--- src/hdl/i2cm_pkg.sv ---
// Shared types, codes and constants of the I2C master bit engine.
package i2cm_pkg;

  localparam int CNT_W  = 16;
  localparam int QDEPTH = 2;
  localparam int QPTR_W = (QDEPTH > 1) ? $clog2(QDEPTH) : 1;
  localparam int QCNT_W = $clog2(QDEPTH + 1);

  localparam logic [2:0] OP_TICK    = 3'd0;
  localparam logic [2:0] OP_START   = 3'd1;
  localparam logic [2:0] OP_RESTART = 3'd2;
  localparam logic [2:0] OP_STOP    = 3'd3;
  localparam logic [2:0] OP_WRITE   = 3'd4;
  localparam logic [2:0] OP_READ    = 3'd5;

  localparam logic [1:0] CFG_BIT_DELAY   = 2'd0;
  localparam logic [1:0] CFG_EDGE_DELAY  = 2'd1;
  localparam logic [1:0] CFG_ACK_TIMEOUT = 2'd2;

  localparam logic [CNT_W-1:0] BIT_DELAY_RST   = CNT_W'(5);
  localparam logic [CNT_W-1:0] EDGE_DELAY_RST  = CNT_W'(2);
  localparam logic [CNT_W-1:0] ACK_TIMEOUT_RST = CNT_W'(12'hFFF);

  localparam logic [1:0] ST_OK      = 2'd0;
  localparam logic [1:0] ST_TIMEOUT = 2'd1;
  localparam logic [1:0] ST_BUSY    = 2'd2;

  typedef struct packed {
    logic [2:0] operation;
    logic [7:0] write_data;
    logic       send_ack;
    logic       sda_in;
  } in_item_t;

  typedef struct packed {
    logic       scl_level;
    logic       sda_level;
    logic       sda_drive;
    logic       busy_res;
    logic       done_res;
    logic [7:0] read_data;
    logic [1:0] status;
  } out_item_t;

  typedef enum logic [2:0] {
    RK_TICK,
    RK_START,
    RK_STOP,
    RK_WRITE,
    RK_READ,
    RK_NOP
  } req_kind_t;

  typedef struct packed {
    req_kind_t  kind;
    logic [7:0] data;
    logic       ack;
    logic       sda;
  } req_t;

  typedef enum logic [4:0] {
    PH_IDLE,
    PH_START1,
    PH_START2,
    PH_STOP1,
    PH_STOP2,
    PH_STOP3,
    PH_WR_LOW,
    PH_WR_HIGH,
    PH_ACK_LOW,
    PH_ACK_WAIT,
    PH_ACK_HIGH,
    PH_RD_LOW,
    PH_RD_HIGH,
    PH_MA1,
    PH_MA2,
    PH_MN1,
    PH_MN2,
    PH_MN3
  } phase_t;

endpackage

--- src/hdl/i2cm_front.sv ---
// Front end: accepts input items and classifies them into requests.
module i2cm_front
  import i2cm_pkg::*;
(
  input  logic     in_valid,
  output logic     in_ready,
  input  in_item_t in_data,
  input  logic     q_full,
  output logic     q_push,
  output req_t     q_req
);

  assign in_ready = !q_full;
  assign q_push   = in_valid && !q_full;

  always_comb begin
    q_req.data = in_data.write_data;
    q_req.ack  = in_data.send_ack;
    q_req.sda  = in_data.sda_in;
    unique case (in_data.operation)
      OP_TICK:              q_req.kind = RK_TICK;
      OP_START, OP_RESTART: q_req.kind = RK_START;
      OP_STOP:              q_req.kind = RK_STOP;
      OP_WRITE:             q_req.kind = RK_WRITE;
      OP_READ:              q_req.kind = RK_READ;
      default:              q_req.kind = RK_NOP;
    endcase
  end

endmodule

--- src/hdl/i2cm_queue.sv ---
// Short request queue between the front end and the bus sequencer.
module i2cm_queue
  import i2cm_pkg::*;
(
  input  logic clk,
  input  logic rst_n,
  input  logic push,
  input  req_t push_req,
  output logic full,
  input  logic pop,
  output logic not_empty,
  output req_t pop_req
);

  req_t              mem_r [QDEPTH];
  logic [QPTR_W-1:0] wr_ptr_r, wr_ptr_nxt;
  logic [QPTR_W-1:0] rd_ptr_r, rd_ptr_nxt;
  logic [QCNT_W-1:0] cnt_r, cnt_nxt;

  assign full      = (cnt_r == QCNT_W'(QDEPTH));
  assign not_empty = (cnt_r != '0);
  assign pop_req   = mem_r[rd_ptr_r];

  always_comb begin
    wr_ptr_nxt = wr_ptr_r;
    rd_ptr_nxt = rd_ptr_r;
    cnt_nxt    = cnt_r;
    if (push) begin
      wr_ptr_nxt = (wr_ptr_r == QPTR_W'(QDEPTH - 1)) ? '0 : wr_ptr_r + QPTR_W'(1);
    end
    if (pop) begin
      rd_ptr_nxt = (rd_ptr_r == QPTR_W'(QDEPTH - 1)) ? '0 : rd_ptr_r + QPTR_W'(1);
    end
    if (push && !pop) begin
      cnt_nxt = cnt_r + QCNT_W'(1);
    end else if (pop && !push) begin
      cnt_nxt = cnt_r - QCNT_W'(1);
    end
  end

  always_ff @(posedge clk) begin
    if (!rst_n) begin
      wr_ptr_r <= '0;
      rd_ptr_r <= '0;
      cnt_r    <= '0;
    end else begin
      wr_ptr_r <= wr_ptr_nxt;
      rd_ptr_r <= rd_ptr_nxt;
      cnt_r    <= cnt_nxt;
    end
  end

  always_ff @(posedge clk) begin
    if (push) begin
      mem_r[wr_ptr_r] <= push_req;
    end
  end

endmodule

--- src/hdl/i2cm_back.sv ---
// Bus sequencer: executes requests, holds timing registers and the result register.
module i2cm_back
  import i2cm_pkg::*;
(
  input  logic             clk,
  input  logic             rst_n,
  input  logic             cfg_valid,
  output logic             cfg_ready,
  input  logic [1:0]       cfg_index,
  input  logic [CNT_W-1:0] cfg_data,
  input  logic             q_not_empty,
  input  req_t             q_req,
  output logic             q_pop,
  output logic             out_valid,
  input  logic             out_ready,
  output out_item_t        out_data
);

  logic [CNT_W-1:0] bit_delay_r, edge_delay_r, ack_timeout_r;

  phase_t           phase_r, phase_nxt;
  logic [CNT_W-1:0] delay_r, delay_nxt;
  logic [CNT_W-1:0] wait_r, wait_nxt;
  logic [3:0]       bit_cnt_r, bit_cnt_nxt;
  logic [7:0]       shift_r, shift_nxt;
  logic [7:0]       rx_hold_r, rx_hold_nxt;
  logic             ack_sel_r, ack_sel_nxt;
  logic             scl_r, scl_nxt;
  logic             sda_r, sda_nxt;
  logic             oe_r, oe_nxt;
  logic             timed_out_r, timed_out_nxt;
  logic             done;
  logic [1:0]       status;

  logic             out_valid_r, out_valid_nxt;
  out_item_t        out_data_r;

  logic             go, idle, expire, last_bit;
  logic [3:0]       bc_inc;

  assign cfg_ready = 1'b1;
  assign q_pop     = q_not_empty && (!out_valid_r || out_ready);
  assign go        = q_pop;
  assign idle      = (phase_r == PH_IDLE);
  assign expire    = !idle && (phase_r != PH_ACK_WAIT) && (delay_r <= CNT_W'(1));
  assign bc_inc    = bit_cnt_r + 4'd1;
  assign last_bit  = bc_inc[3];

  always_ff @(posedge clk) begin
    if (!rst_n) begin
      bit_delay_r   <= BIT_DELAY_RST;
      edge_delay_r  <= EDGE_DELAY_RST;
      ack_timeout_r <= ACK_TIMEOUT_RST;
    end else if (cfg_valid) begin
      unique case (cfg_index)
        CFG_BIT_DELAY:   bit_delay_r   <= cfg_data;
        CFG_EDGE_DELAY:  edge_delay_r  <= cfg_data;
        CFG_ACK_TIMEOUT: ack_timeout_r <= cfg_data;
        default: ;
      endcase
    end
  end

  // next phase
  always_comb begin
    phase_nxt = phase_r;
    if (go) begin
      unique case (q_req.kind)
        RK_TICK: begin
          if (phase_r == PH_ACK_WAIT) begin
            if (!q_req.sda) begin
              phase_nxt = PH_ACK_HIGH;
            end else if (wait_r == '0) begin
              phase_nxt = PH_STOP1;
            end
          end else if (expire) begin
            unique case (phase_r)
              PH_START1:  phase_nxt = PH_START2;
              PH_STOP1:   phase_nxt = PH_STOP2;
              PH_STOP2:   phase_nxt = PH_STOP3;
              PH_WR_LOW:  phase_nxt = PH_WR_HIGH;
              PH_WR_HIGH: phase_nxt = last_bit ? PH_ACK_LOW : PH_WR_LOW;
              PH_ACK_LOW: phase_nxt = PH_ACK_WAIT;
              PH_RD_LOW:  phase_nxt = PH_RD_HIGH;
              PH_RD_HIGH: begin
                if (last_bit) begin
                  phase_nxt = ack_sel_r ? PH_MA1 : PH_MN1;
                end else begin
                  phase_nxt = PH_RD_LOW;
                end
              end
              PH_MA1:     phase_nxt = PH_MA2;
              PH_MN1:     phase_nxt = PH_MN2;
              PH_MN2:     phase_nxt = PH_MN3;
              default:    phase_nxt = PH_IDLE;
            endcase
          end
        end
        RK_START: if (idle) phase_nxt = PH_START1;
        RK_STOP:  if (idle) phase_nxt = PH_STOP1;
        RK_WRITE: if (idle) phase_nxt = PH_WR_LOW;
        RK_READ:  if (idle) phase_nxt = PH_RD_LOW;
        RK_NOP: ;
        default: ;
      endcase
    end
  end

  // pins, counters and result fields
  always_comb begin
    scl_nxt       = scl_r;
    sda_nxt       = sda_r;
    oe_nxt        = oe_r;
    delay_nxt     = delay_r;
    wait_nxt      = wait_r;
    bit_cnt_nxt   = bit_cnt_r;
    shift_nxt     = shift_r;
    rx_hold_nxt   = rx_hold_r;
    ack_sel_nxt   = ack_sel_r;
    timed_out_nxt = timed_out_r;
    done          = 1'b0;
    status        = ST_OK;
    if (go) begin
      unique case (q_req.kind)
        RK_TICK: begin
          if (phase_r == PH_ACK_WAIT) begin
            if (!q_req.sda) begin
              delay_nxt = bit_delay_r;
            end else if (wait_r == '0) begin
              timed_out_nxt = 1'b1;
              scl_nxt       = 1'b0;
              sda_nxt       = 1'b0;
              oe_nxt        = 1'b1;
              delay_nxt     = edge_delay_r;
            end else begin
              wait_nxt = wait_r - CNT_W'(1);
            end
          end else if (!idle && !expire) begin
            delay_nxt = delay_r - CNT_W'(1);
          end else if (expire) begin
            unique case (phase_r)
              PH_START1: begin
                sda_nxt   = 1'b0;
                delay_nxt = edge_delay_r;
              end
              PH_START2: begin
                scl_nxt = 1'b0;
                done    = 1'b1;
              end
              PH_STOP1: begin
                scl_nxt   = 1'b1;
                delay_nxt = edge_delay_r;
              end
              PH_STOP2: begin
                sda_nxt   = 1'b1;
                delay_nxt = edge_delay_r;
              end
              PH_STOP3: done = 1'b1;
              PH_WR_LOW: begin
                sda_nxt   = shift_r[7];
                scl_nxt   = 1'b1;
                delay_nxt = bit_delay_r;
              end
              PH_WR_HIGH: begin
                shift_nxt   = {shift_r[6:0], 1'b0};
                bit_cnt_nxt = bc_inc;
                scl_nxt     = 1'b0;
                delay_nxt   = bit_delay_r;
                if (last_bit) begin
                  oe_nxt = 1'b0;
                end
              end
              PH_ACK_LOW: begin
                scl_nxt  = 1'b1;
                wait_nxt = ack_timeout_r;
              end
              PH_ACK_HIGH: begin
                scl_nxt = 1'b0;
                sda_nxt = 1'b1;
                oe_nxt  = 1'b1;
                done    = 1'b1;
              end
              PH_RD_LOW: begin
                scl_nxt   = 1'b1;
                shift_nxt = {shift_r[6:0], q_req.sda};
                delay_nxt = bit_delay_r;
              end
              PH_RD_HIGH: begin
                bit_cnt_nxt = bc_inc;
                scl_nxt     = 1'b0;
                delay_nxt   = bit_delay_r;
                if (last_bit) begin
                  rx_hold_nxt = shift_r;
                  oe_nxt      = 1'b1;
                  sda_nxt     = 1'b0;
                end
              end
              PH_MA1: begin
                scl_nxt   = 1'b1;
                delay_nxt = bit_delay_r;
              end
              PH_MA2: begin
                scl_nxt = 1'b0;
                done    = 1'b1;
              end
              PH_MN1: begin
                sda_nxt   = 1'b1;
                delay_nxt = bit_delay_r;
              end
              PH_MN2: begin
                scl_nxt   = 1'b1;
                delay_nxt = bit_delay_r;
              end
              PH_MN3: begin
                scl_nxt = 1'b0;
                done    = 1'b1;
              end
              default: ;
            endcase
            if (done && timed_out_r) begin
              status        = ST_TIMEOUT;
              timed_out_nxt = 1'b0;
            end
          end
        end
        RK_START: begin
          if (!idle) begin
            status = ST_BUSY;
          end else begin
            scl_nxt   = 1'b1;
            sda_nxt   = 1'b1;
            oe_nxt    = 1'b1;
            delay_nxt = edge_delay_r;
          end
        end
        RK_STOP: begin
          if (!idle) begin
            status = ST_BUSY;
          end else begin
            scl_nxt   = 1'b0;
            sda_nxt   = 1'b0;
            oe_nxt    = 1'b1;
            delay_nxt = edge_delay_r;
          end
        end
        RK_WRITE: begin
          if (!idle) begin
            status = ST_BUSY;
          end else begin
            shift_nxt   = q_req.data;
            bit_cnt_nxt = '0;
            scl_nxt     = 1'b0;
            oe_nxt      = 1'b1;
            delay_nxt   = bit_delay_r;
          end
        end
        RK_READ: begin
          if (!idle) begin
            status = ST_BUSY;
          end else begin
            shift_nxt   = '0;
            bit_cnt_nxt = '0;
            ack_sel_nxt = q_req.ack;
            oe_nxt      = 1'b0;
            scl_nxt     = 1'b0;
            delay_nxt   = bit_delay_r;
          end
        end
        RK_NOP: ;
        default: ;
      endcase
    end
  end

  assign out_valid_nxt = go || (out_valid_r && !out_ready);

  always_ff @(posedge clk) begin
    if (!rst_n) begin
      phase_r     <= PH_IDLE;
      delay_r     <= '0;
      wait_r      <= '0;
      bit_cnt_r   <= '0;
      shift_r     <= '0;
      rx_hold_r   <= '0;
      ack_sel_r   <= 1'b0;
      scl_r       <= 1'b1;
      sda_r       <= 1'b1;
      oe_r        <= 1'b1;
      timed_out_r <= 1'b0;
      out_valid_r <= 1'b0;
    end else begin
      phase_r     <= phase_nxt;
      delay_r     <= delay_nxt;
      wait_r      <= wait_nxt;
      bit_cnt_r   <= bit_cnt_nxt;
      shift_r     <= shift_nxt;
      rx_hold_r   <= rx_hold_nxt;
      ack_sel_r   <= ack_sel_nxt;
      scl_r       <= scl_nxt;
      sda_r       <= sda_nxt;
      oe_r        <= oe_nxt;
      timed_out_r <= timed_out_nxt;
      out_valid_r <= out_valid_nxt;
    end
  end

  always_ff @(posedge clk) begin
    if (go) begin
      out_data_r.scl_level <= scl_nxt;
      out_data_r.sda_level <= sda_nxt;
      out_data_r.sda_drive <= oe_nxt;
      out_data_r.busy_res  <= (phase_nxt != PH_IDLE);
      out_data_r.done_res  <= done;
      out_data_r.read_data <= rx_hold_nxt;
      out_data_r.status    <= status;
    end
  end

  assign out_valid = out_valid_r;
  assign out_data  = out_data_r;

  a_done_not_busy: assert property (@(posedge clk) disable iff (!rst_n)
    out_valid_r && out_data_r.done_res |-> !out_data_r.busy_res)
    else $error("done result reports busy");

  a_timeout_on_done: assert property (@(posedge clk) disable iff (!rst_n)
    out_valid_r && (out_data_r.status == ST_TIMEOUT) |-> out_data_r.done_res)
    else $error("timeout status without done");

  a_ack_wait_released: assert property (@(posedge clk) disable iff (!rst_n)
    (phase_r == PH_ACK_WAIT) |-> !oe_r)
    else $error("SDA driven while waiting for ACK");

  a_bit_cnt_range: assert property (@(posedge clk) disable iff (!rst_n)
    bit_cnt_r[3] |-> (bit_cnt_r[2:0] == 3'd0))
    else $error("bit count beyond eight");

  a_timeout_in_stop: assert property (@(posedge clk) disable iff (!rst_n)
    timed_out_r |-> (phase_r == PH_STOP1) || (phase_r == PH_STOP2) || (phase_r == PH_STOP3))
    else $error("timeout pending outside stop sequence");

endmodule

--- src/hdl/i2c_master_bit_engine.sv ---
// I2C master bit engine: sustains one item per clock cycle while the result is
// taken. An accepted item is decoded and placed in a two-entry request queue; the
// bus sequencer takes one request per cycle from the queue, unless its result
// register is stalled, and registers its result. Every item, tick or command,
// gives exactly one result. The rate is set by the sequencer step; a stalled result
// register holds the sequencer, and the queue absorbs up to two further items before
// in_ready drops. Timing registers must be written through the cfg port only while
// no items are in flight; the block does not enforce this. cfg_ready is always high.
module i2c_master_bit_engine
  import i2cm_pkg::*;
(
  input  logic             clk,
  input  logic             rst_n,
  input  logic             in_valid,
  output logic             in_ready,
  input  in_item_t         in_data,
  output logic             out_valid,
  input  logic             out_ready,
  output out_item_t        out_data,
  input  logic             cfg_valid,
  output logic             cfg_ready,
  input  logic [1:0]       cfg_index,
  input  logic [CNT_W-1:0] cfg_data
);

  logic q_full, q_push, q_pop, q_not_empty;
  req_t push_req, pop_req;

  i2cm_front u_front (
    .in_valid (in_valid),
    .in_ready (in_ready),
    .in_data  (in_data),
    .q_full   (q_full),
    .q_push   (q_push),
    .q_req    (push_req)
  );

  i2cm_queue u_queue (
    .clk       (clk),
    .rst_n     (rst_n),
    .push      (q_push),
    .push_req  (push_req),
    .full      (q_full),
    .pop       (q_pop),
    .not_empty (q_not_empty),
    .pop_req   (pop_req)
  );

  i2cm_back u_back (
    .clk         (clk),
    .rst_n       (rst_n),
    .cfg_valid   (cfg_valid),
    .cfg_ready   (cfg_ready),
    .cfg_index   (cfg_index),
    .cfg_data    (cfg_data),
    .q_not_empty (q_not_empty),
    .q_req       (pop_req),
    .q_pop       (q_pop),
    .out_valid   (out_valid),
    .out_ready   (out_ready),
    .out_data    (out_data)
  );

endmodule
--- config.mk ---
export PLATFORM = sky130hd
export DESIGN_NAME = i2c_master_bit_engine
export DESIGN_NICKNAME = d
export VERILOG_FILES = /design/src/hdl/i2cm_pkg.sv /design/src/hdl/i2cm_front.sv /design/src/hdl/i2cm_queue.sv /design/src/hdl/i2cm_back.sv /design/src/hdl/i2c_master_bit_engine.sv
export SDC_FILE = /design/constraint.sdc
export NUM_CORES = 1
export LEC_CHECK = 0
export BUFFER_PORTS_ARGS = -buffer_cell sky130_fd_sc_hd__clkbuf_2
export CAP_MARGIN = 5
export CORE_ASPECT_RATIO = 1.1
export CORE_MARGIN = 2
export CORE_UTILIZATION = 61
export CTS_BUF_LIST = sky130_fd_sc_hd__clkbuf_4 sky130_fd_sc_hd__clkbuf_8
export CTS_CLUSTER_DIAMETER = 40
export DETAILED_ROUTE_END_ITERATION = 7
export PLACE_DENSITY_LB_ADDON = 0.08
export SYNTH_ARGS = -nofsm -noshare
export SYNTH_HDL_FRONTEND = slang
export SYNTH_HIERARCHICAL = 1
export SYNTH_SLANG_ARGS = --single-unit
--- constraint.sdc ---
create_clock -name clk -period 8.71 [get_ports clk]
set_input_delay 1.3065 -clock clk [delete_from_list [all_inputs] [get_ports clk]]
set_output_delay 1.3065 -clock clk [all_outputs]
set_load 0.05 [all_outputs]
==> results of run 1 <==
-- metrics by stage --
stage               std cells  worst slack (ps)  power (W)
floorplan                 958              5310    0.00200
CTS                      1142              5090    0.00294
global route             1142              4780    0.00312
finish                   1142              4960    0.00295
global placement         1110              5090    0.00230
detailed placement       1110              5000    0.00233
-- sequential cells by signal, indices dropped and copies added (netlist names), 2 cells and up, named ones only --
name and count:
u_back/shift_r 8, u_back/bit_delay_r 16, u_queue/mem_r 26, u_back/phase_r 5, u_back/bit_cnt_r 4, u_back/out_data 15, u_back/edge_delay_r 16, u_back/ack_timeout_r 16
u_queue/cnt_r 2, u_back/wait_r 16, u_back/rx_hold_r 8, u_back/delay_r 16
-- cells in the mapped netlist, types with 5 or more instances --
| cell type | n | area, sq um |
|---|---|---|
| a211o_1 | 9 | 78.8 |
| a211oi_1 | 7 | 52.6 |
| a21oi_1 | 83 | 415 |
| a222oi_1 | 5 | 50.1 |
| a22o_1 | 7 | 61.3 |
| a22oi_1 | 7 | 52.6 |
| a31oi_1 | 13 | 81.3 |
| and2_1 | 19 | 119 |
| and3_1 | 6 | 37.5 |
| buf_2 | 6 | 30.0 |
| buf_4 | 15 | 113 |
| clkbuf_1 | 47 | 176 |
| dfxtp_1 | 116 | 2320 |
| edfxtp_1 | 41 | 1230 |
| ha_1 | 5 | 62.6 |
| inv_1 | 13 | 48.8 |
| mux2_2 | 21 | 236 |
| mux2i_1 | 6 | 60.1 |
| nand2_1 | 175 | 657 |
| nand2b_1 | 7 | 43.8 |
| nand3_1 | 37 | 185 |
| nand3b_1 | 5 | 37.5 |
| nand4_1 | 5 | 31.3 |
| nor2_1 | 61 | 229 |
| nor2b_1 | 12 | 75.1 |
| nor3_1 | 17 | 85.1 |
| nor4_1 | 7 | 43.8 |
| o211ai_1 | 5 | 37.5 |
| o21ai_0 | 33 | 165 |
| o21ai_1 | 24 | 120 |
| o22ai_1 | 9 | 56.3 |
| o31ai_1 | 7 | 52.6 |
| or3_1 | 12 | 75.1 |
| or4_1 | 6 | 45.0 |
| xnor2_1 | 9 | 78.8 |
| xor2_1 | 14 | 123 |
-- layout make-up --
type	count	area [sq um]	area share [%]
well taps	161	201	2.27
repair buffers	62	335	3.79
clock buffers	17	234	2.64
clock inverters	15	218	2.46
flip-flops and latches	157	3550	40.1
inverters	14	52.6	0.593
multi-input cells	716	4260	48.1
-- routing by layer --
layer / share of wire, % / track usage, % / up-vias
li1: - / - / 3476
met1: 40 / 37.9 / 3501
met2: 49 / 53.9 / 329
met3: 6.1 / 4.70 / 67
met4: 4.0 / 15.2 / 0
met5: 0 / 0 / -
-- cells by family after synthesis --
kind of cell,share of synthesized area (%)
adder cells (fa/ha/maj),0.763
other,0.0457
AND/OR/NAND/NOR,23.7
AO/OA/AOI/OAI,21.4
flip-flops,43.3
XOR/XNOR,2.46
multiplexers,3.62
buffers and inverters,4.67
-- report_power, final --
part | switching (W) | internal (W)
clock network | 0.000274 | 0.000341
logic | 0.000909 | 0.000449
registers | 0.000108 | 0.000874
-- how the worst max path moves through the flow --
stage	start	to	slack [ps]	depth (start not counted)
floorplan	out_ready	u_back/out_data[11]	5310	7
global placement	out_ready	u_back/delay_r[14]	5090	9
detailed placement	out_ready	u_back/delay_r[14]	5000	9
CTS	u_back/phase_r[0]	u_back/delay_r[11]	5090	7
global route	u_back/phase_r[0]	u_back/delay_r[11]	4780	7
finish	u_back/phase_r[0]	u_back/delay_r[11]	4960	7
-- worst max-delay path: stages (launching register included) --
cell,delay [ps]
dfxtp_1,980
and4bb_2,460
nand2_1,670
nor2_1,490
o311a_1,570
a22o_1,250
a221oi_1,50
a31oi_1,190
==> metrics.yaml, run 1 <==
final.fill_count: 1110
final_common_cell: "nand2_1"
synth_edf_count: 41
ios: 54
synth_ff_type: "dfxtp_1"
viasPerCell: 6.46
post_dp_cell_area_sq_mm: 0.00840
start_util_pct: 62.3
dr.first_iter.drc_count: 716
cts_setup_buffers: 0
fmaxAchievable_ghz: 0.267
r2r_setup_slack_ps: 4960
drtPass1Iterations: 7
drcViolationCount: 0
gp_congestion: 0.935
fin_setup_tns_ps: 0
r2r_cells: 7
grt_overflow_total: 0
r2r-start: "u_back/phase_r[0]"
worst_hold_slack_ps: 462
die_w_um: 115
antenna_found_initial: 0
clock-sinks: 157
ctsHoldBuffers: 0
synthesis.nets: 999
vdd_drop_max_mv: 0.206
worst_pin_slew_ps: 1220
ys_types: 86
numCtsBuffers: 17
rows: 44
min_to: "u_back/bit_delay_r[3]"
worst_setup_path_end_kind: "register"
dieArea_sq_mm: 0.0144
area_delta_synth_final_pct: 8.03
wirelength_um: 22300
synth_cells: 958
post-route-period-util_pct: 43.0
drv_cap: 0
grt_pass1_vias: 7173
wl_per_cell_um: 19.5
grt.total_usage_pct: 31.3
start_kind: "register"
finClkSkew_ps: 10.8
die_h_um: 126
hp-class: "register to register"
vias: 7373
fin_nets: 1009
synth_warnings: 6
synth_area_sq_mm: 0.00820
r2r_end: "u_back/delay_r[11]"
portBuffers: 52
dp_hpwl_um: 15600
crit_type: "register to register"
synth-seq-area-share_pct: 43.3
hold_violations: 0
clock_tree.buffer_depth: 2
fin_util_pct: 67.3
status: "finished clean"
ctsResizeCount: 0
clk-insertion-delay-late_ps: 460
maxSlewHeadroom_pct: 18.5
worst_ep_required_time_ps: 9100
grt_max_degree: 53
finalSetupViolCount: 0
fin_area_sq_mm: 0.00886
async_flop_share_pct: 0
ant_nets: 0
num_antenna_cells: 0
clk_pin_slew_worst_paths_ps: 90
arrival_ps: 4140
grt_first_pass_wirelength_um: 35600
tritoncts: "built"
hold_depth: 2
crit_path_max_fanout: 30
synth_seq_cells: 157
powerDensity_mw_per_mm2: 334
root_buffer: "clkbuf_8"
drive_above_1_share_pct: 14.2
slew_viol_final: 0
core_sq_mm: 0.0132
grt_setup_unrepaired: "false"
syn_avg_cell_area_sq_um: 8.56
fin_crit_ps: 3750
final_cell_mix: "175 x nand2_1, 116 x dfxtp_1, 83 x a21oi_1"
htreeDepth: 4
p_leak_nw: 3.27
hp-start: "u_back/bit_delay_r[3]"
Note: power is estimated with default switching activity, not from simulation.
==> inputs of run 2 (changes only) <==
--- a/config.mk
+++ b/config.mk
@@ -5,6 +5,7 @@
 export SDC_FILE = /design/constraint.sdc
 export NUM_CORES = 1
 export LEC_CHECK = 0
+export ABC_AREA = 1
 export BUFFER_PORTS_ARGS = -buffer_cell sky130_fd_sc_hd__clkbuf_2
 export CAP_MARGIN = 5
 export CORE_ASPECT_RATIO = 1.1
==> constraint.sdc (replaced) <==
create_clock -name clk -period 3.5 [get_ports clk]
set_input_delay 0.525 -clock clk [delete_from_list [all_inputs] [get_ports clk]]
set_output_delay 0.525 -clock clk [all_outputs]
set_load 0.05 [all_outputs]
==> run 2 against run 1 <==
Area after synthesis increased by 4.3%; fmax increased by 37%; combinational power increased to 3.4 times the previous value; sequential share of layout area decreased by 1.6 points.
==> metrics.yaml, run 2 <==
status: "finished clean"
dieArea_sq_mm: 0.0150
grt.total_usage_pct: 29.5
drcViolationCount: 0
drive_above_1_share_pct: 12.7
start_util_pct: 62.3
gp_congestion: 0.988
fin_nets: 1267
synthesis.nets: 1234
yosysMostFrequentCell: "nand2_1"
regMostFlops: "u_queue/mem_r"
hp-class: "primary input to register"
wl_per_cell_um: 15.0
tritoncts: "built"
synth_cells: 1193
worst_setup_path_end_kind: "register"
root_buffer: "clkbuf_8"
synth_area_sq_mm: 0.00855
synth_xor_xnor_area_share_pct: 1.33
ff_latch_area_sq_mm: 0.00355
die_w_um: 117
syn_avg_cell_area_sq_um: 7.17
r2r_setup_slack_ps: 750
core_sq_mm: 0.0137
cts_setup_buffers: 0
grt_first_pass_wirelength_um: 34400
vdd_drop_max_mv: 0.498
async_flop_share_pct: 0
worst_pin_slew_ps: 817
grt_setup_unrepaired: "false"
viasPerCell: 5.44
arrival_ps: 3140
maxSlewHeadroom_pct: 45.5
antenna_found_initial: 0
synth_top_area_share_pct: 27.1
worst_ep_required_time_ps: 3900
synth_edf_count: 41
clock-sinks: 157
finalSetupViolCount: 0
die_h_um: 128
synth_top_family_by_area: "simple AND/OR/NAND/NOR gates"
fmaxAchievable_ghz: 0.364
final_common_cell: "nand2_1"
powerDensity_mw_per_mm2: 914
synth_area_leaders: "dfxtp_1 27%, edfxtp_1 14%, nand2_1 11%"
fin_crit_ps: 2750
dr.first_iter.drc_count: 776
multi_input_area_sq_mm: 0.00405
rows: 45
post-route-period-util_pct: 78.5
muxShareOfSynthArea_pct: 2.27
dp_hpwl_um: 15600
start_kind: "register"
ctsHoldBuffers: 0
wirelength_um: 21400
final_cell_mix: "261 x nand2_1, 155 x inv_1, 134 x nor2_1"
largest_register_ffs: 26
ant_nets: 0
grt_overflow_total: 0
p_leak_nw: 4.21
clk_pin_slew_worst_paths_ps: 90
drv_cap: 0
finClkSkew_ps: 10.1
synth_commonest_cells: "261 x nand2_1, 155 x inv_1, 134 x nor2_1, 116 x dfxtp_1, 95 x a21oi_1"
final.fill_count: 1245
num_antenna_cells: 0
crit_type: "register to register"
numCtsBuffers: 17
clk-insertion-delay-late_ps: 460
clock_tree.buffer_depth: 2
synth-simple-area-share_pct: 27.7
synth_largest_area_cell: "dfxtp_1"
synth_fa_ha_area_share_pct: 0.731
ios: 54
synth_ff_type: "dfxtp_1"
grt_pass1_vias: 6780
vias: 7761
grt_max_degree: 45
ys_types: 48
ctsResizeCount: 0
fin_setup_tns_ps: 0
htreeDepth: 4
hold_violations: 0
portBuffers: 52
fin_util_pct: 67.1
synth-seq-area-share_pct: 41.5
synth_seq_cells: 157
synth_compound_area_share_pct: 15.4
synth_warnings: 6
crit_path_max_fanout: 18
drtPass1Iterations: 7
area_delta_synth_final_pct: 7.69
slew_viol_final: 0
## run 2: cell types whose count changed in the layout (fill, tap and decap cells not counted), sizes merged, moves of 19 or more
cell   change
inv      +156
nand2     +91
nor2      +87
nand3     +48
o21ai     +23
and2      -19
## run 2: path summary, 6_finish.rpt
| check | cells after the start | startpoint | endpoint |
|---|---|---|---|
| max reg2reg | 12 | register | u_back/delay_r[15] |
| min reg2reg | 2 | u_back/ack_timeout_r[13] | u_back/ack_timeout_r[13] |
| min | 1 | in_data[0] | u_queue/mem_r[1][0] |
| max | 12 | register | u_back/delay_r[15] |
## run 2: cells by family (layout without fill, tap and decap cells)
group	after synthesis	count (layout)
simple gates	544	544
buf+inv	221	267
compound gates	238	238
fa+ha+maj	5	5
xor+xnor	13	13
other cells	1	1
mux	14	14
flops	157	157
## run 2: worst max-delay path: stages (launching register included)
cell     delay, ps
dfxtp_1        380
buf_4          240
mux2_2         430
nor2_4         310
nor2_2         130
inv_2          270
nor2_1         140
nor3_4         120
buf_4          250
nand2_4        160
nand2_1        110
nand2_1         50
nor2_1         100
## run 2: metrics by stage
| stage | cells | total power [W] | worst slack, ps | cell area (sq um) | hold slack, ps |
|---|---|---|---|---|---|
| 6_report | 1427 | 0.00842 | 754 | 9210 | 247 |
| 5_1_grt | 1427 | 0.00904 | 531 | 9210 | 222 |
| 4_1_cts | 1427 | 0.00838 | 776 | 9210 | 219 |
| 3_5_place_dp | 1395 | 0.00710 | 787 | 8850 | 442 |
| 3_3_place_gp | 1395 | 0.00714 | 840 | 8850 | 433 |
| 2_1_floorplan | 1193 | 0.00607 | 1090 | 8550 | 424 |
## run 2: power by group
group	leakage (nW)	total (W)	switching (W)	internal, W
Clock	0.180	0.00126	0.000749	0.000515
Sequential	1.33	0.00254	0.000263	0.00227
Combinational	2.70	0.00462	0.00323	0.00139
## run 2: metal layers
metal | wire length (um) | up-vias | share of wire, % | track usage (%)
li1 | - | 3965 | - | -
met1 | 10000 | 3466 | 47 | 44.4
met2 | 9470 | 299 | 44 | 43.5
met3 | 1560 | 31 | 7.3 | 5.30
met4 | 342 | 0 | 1.6 | 8.24
met5 | 0 | - | 0 | 0
## run 2: area by class of cell
cell class	instances	area share (%)
tap	188	2.55
sequential	157	38.6
timing repair buffer	68	4.13
clock buffer	17	2.54
clock inverter	15	1.40
inverter	167	6.80
multi-input combinational	815	44.0
==> inputs of run 3 (changes only) <==
--- a/config.mk
+++ b/config.mk
@@ -5,7 +5,7 @@
 export SDC_FILE = /design/constraint.sdc
 export NUM_CORES = 1
 export LEC_CHECK = 0
-export ABC_AREA = 1
+export ABC_AREA = 0
 export BUFFER_PORTS_ARGS = -buffer_cell sky130_fd_sc_hd__clkbuf_2
 export CAP_MARGIN = 5
 export CORE_ASPECT_RATIO = 1.1
==> constraint.sdc (replaced) <==
create_clock -name clk -period 2.6 [get_ports clk]
set_input_delay 0.39 -clock clk [delete_from_list [all_inputs] [get_ports clk]]
set_output_delay 0.39 -clock clk [all_outputs]
set_load 0.05 [all_outputs]
==> run 3 against run 2 <==
The flow now finishes with violations (setup timing); total power rose by 32%; fmax rose by 4.4%; via count rose by 2.1%; design area rose by 7.1%; die area fell by 4.0%; clock skew rose by 0.80 ps; critical path depth fell by 1; highest routed layer unchanged.
==> metrics.yaml, run 3 (synthesis results as in run 1) <==
hold_violations: 0
final.setup.worst_slack_ps: -30.8
vias: 7925
violations: "setup timing"
post_dp_cell_area_sq_mm: 0.00916
status: "finished, violations left"
worst_hold_slack_ps: 120
grt_pass1_vias: 7674
fin_nets: 1123
die_w_um: 115
r2r_end: "u_back/delay_r[5]"
clk-insertion-delay-late_ps: 460
grt_setup_unrepaired: "true"
power_frac_seq_pct: 28.6
vdd_drop_max_mv: 0.711
hp-class: "primary input to register"
portBuffers: 52
grt_max_degree: 52
core_sq_mm: 0.0132
dr.first_iter.drc_count: 783
wl_per_cell_um: 19.2
wirelength_um: 24100
clock-sinks: 157
dieArea_sq_mm: 0.0144
crit_path_max_fanout: 5
drcViolationCount: 0
slew_viol_final: 0
fmaxAchievable_ghz: 0.380
clk_pin_slew_worst_paths_ps: 90
combinationalPowerShare_pct: 56.7
root_buffer: "clkbuf_8"
clkPwrFrac_pct: 14.6
finalSetupViolCount: 1
p_leak_nw: 3.82
dp_hpwl_um: 17200
numCtsBuffers: 17
drive_above_1_share_pct: 26.5
worst_setup_path_end_kind: "register"
grt.total_usage_pct: 33.2
dp.cells: 1207
largest_register_ffs: 26
r2r_setup_slack_ps: -30
viasPerCell: 6.31
num_antenna_cells: 0
gp_congestion: 0.953
arrival_ps: 3040
die_h_um: 126
maxSlewHeadroom_pct: 41.5
final_cell_mix: "172 x nand2_1, 114 x buf_4, 112 x dfxtp_1"
drtPass1Iterations: 5
p_sw_w: 0.00495
regMostFlops: "u_queue/mem_r"
ctsHoldBuffers: 0
post-route-period-util_pct: 101
start_kind: "register"
hold_depth: 1
power.share.switching_pct: 44.5
rows: 44
finClkSkew_ps: 10.9
crit_type: "register to register"
drv_cap: 0
p_int_w: 0.00617
antenna_found_initial: 0
fin_area_sq_mm: 0.00986
ios: 54
min_to: "u_queue/mem_r[1][3]"
fin_setup_tns_ps: -30.8
htreeDepth: 4
area_delta_synth_final_pct: 20.3
final_common_cell: "nand2_1"
clock_tree.buffer_depth: 2
tritoncts: "built"
r2r_cells: 11
grt_first_pass_wirelength_um: 37800
powerDensity_mw_per_mm2: 1130
worst_pin_slew_ps: 878
grt_overflow_total: 0
r2r-start: "u_back/delay_r[0]"
start_util_pct: 62.3
fin_crit_ps: 2630
ant_nets: 0
worst_ep_required_time_ps: 3010
hp-start: "in_data[3]"
final_cells: 1256
run 3: cell types whose count changed in the layout (fill, tap and decap cells not counted), sizes merged, moves of 20 or more:
cell   previous run  this run
and2              1        21
nor2            149        63
buf              16       120
nand3            85        37
nand2           268       179
o21ai            81        58
inv             173        20
run 3: metal layers:
layer  vias to the layer above  part of all wire (%)  global-route usage (%)
met5                         -                     0                       0
met4                         0                   4.2                    16.0
met3                        87                   5.4                    5.19
met2                       343                    51                    59.1
met1                      3769                    39                    38.6
li1                       3726                     -                       -
run 3: worst max-delay path: stages, from the launching register on:
cell and delay (ps):
dfxtp_4 370, inv_4 60, ha_4 130, nor2_4 40
or2_1 230, or4_4 580, buf_6 160, buf_4 130
a21oi_4 170, a222oi_1 150, o211ai_1 350, o211a_1 210
run 3: stage by stage:
stage	worst slack, ps	power, W	utilization [%]
3_5_place_dp	-71.4	0.00871	69.6
2_1_floorplan	-4.65	0.00674	-
3_3_place_gp	-28.5	0.00861	69.6
6_report	-30.8	0.0111	75.0
5_1_grt	-105	0.0116	75.0
4_1_cts	-10.9	0.0105	72.9
run 3: power groups by stage:
stage / Combinational, W / Sequential, W / Clock (W)
2_1_floorplan: 0.00318 / 0.00356 / 0
4_1_cts: 0.00569 / 0.00316 / 0.00164
5_1_grt: 0.00666 / 0.00323 / 0.00174
3_3_place_gp: 0.00542 / 0.00319 / 0
3_5_place_dp: 0.00550 / 0.00321 / 0
6_report: 0.00631 / 0.00319 / 0.00162
run 3: area by class of cell:
cell class	instances	area (sq um)
Timing Repair Buffer	172	1200
Multi-Input combinational cell	720	4500
Fill cell	975	3290
Inverter	14	57.6
Clock buffer	17	234
Sequential cell	157	3560
Clock inverter	15	110
Tap cell	161	201
run 3: how the worst max path moves through the flow:
stage	slack (ps)	startpoint	cells past startpoint	to
final	-30	u_back/delay_r[0]	11	u_back/delay_r[5]
after global routing	-100	u_back/delay_r[0]	11	u_back/delay_r[5]
after CTS	-10	u_back/delay_r[5]	9	u_back/wait_r[8]
after detailed placement	-70	register	8	u_back/shift_r[3]
after global placement	-30	u_back/wait_r[10]	7	u_back/delay_r[5]
after floorplan	-5	u_back/delay_r[0]	10	u_back/out_data[11]
run 3: what timing repair did:
| action | in CTS | in global routing |
|---|---|---|
| pin swaps | 2 | 22 |
| hold endpoints to repair | 0 | 0 |
| endpoints found under the setup margin | 36 | 52 |
| resized for setup | 11 | 45 |
| gates cloned | 1 | 3 |
| setup buffers | 2 | 11 |
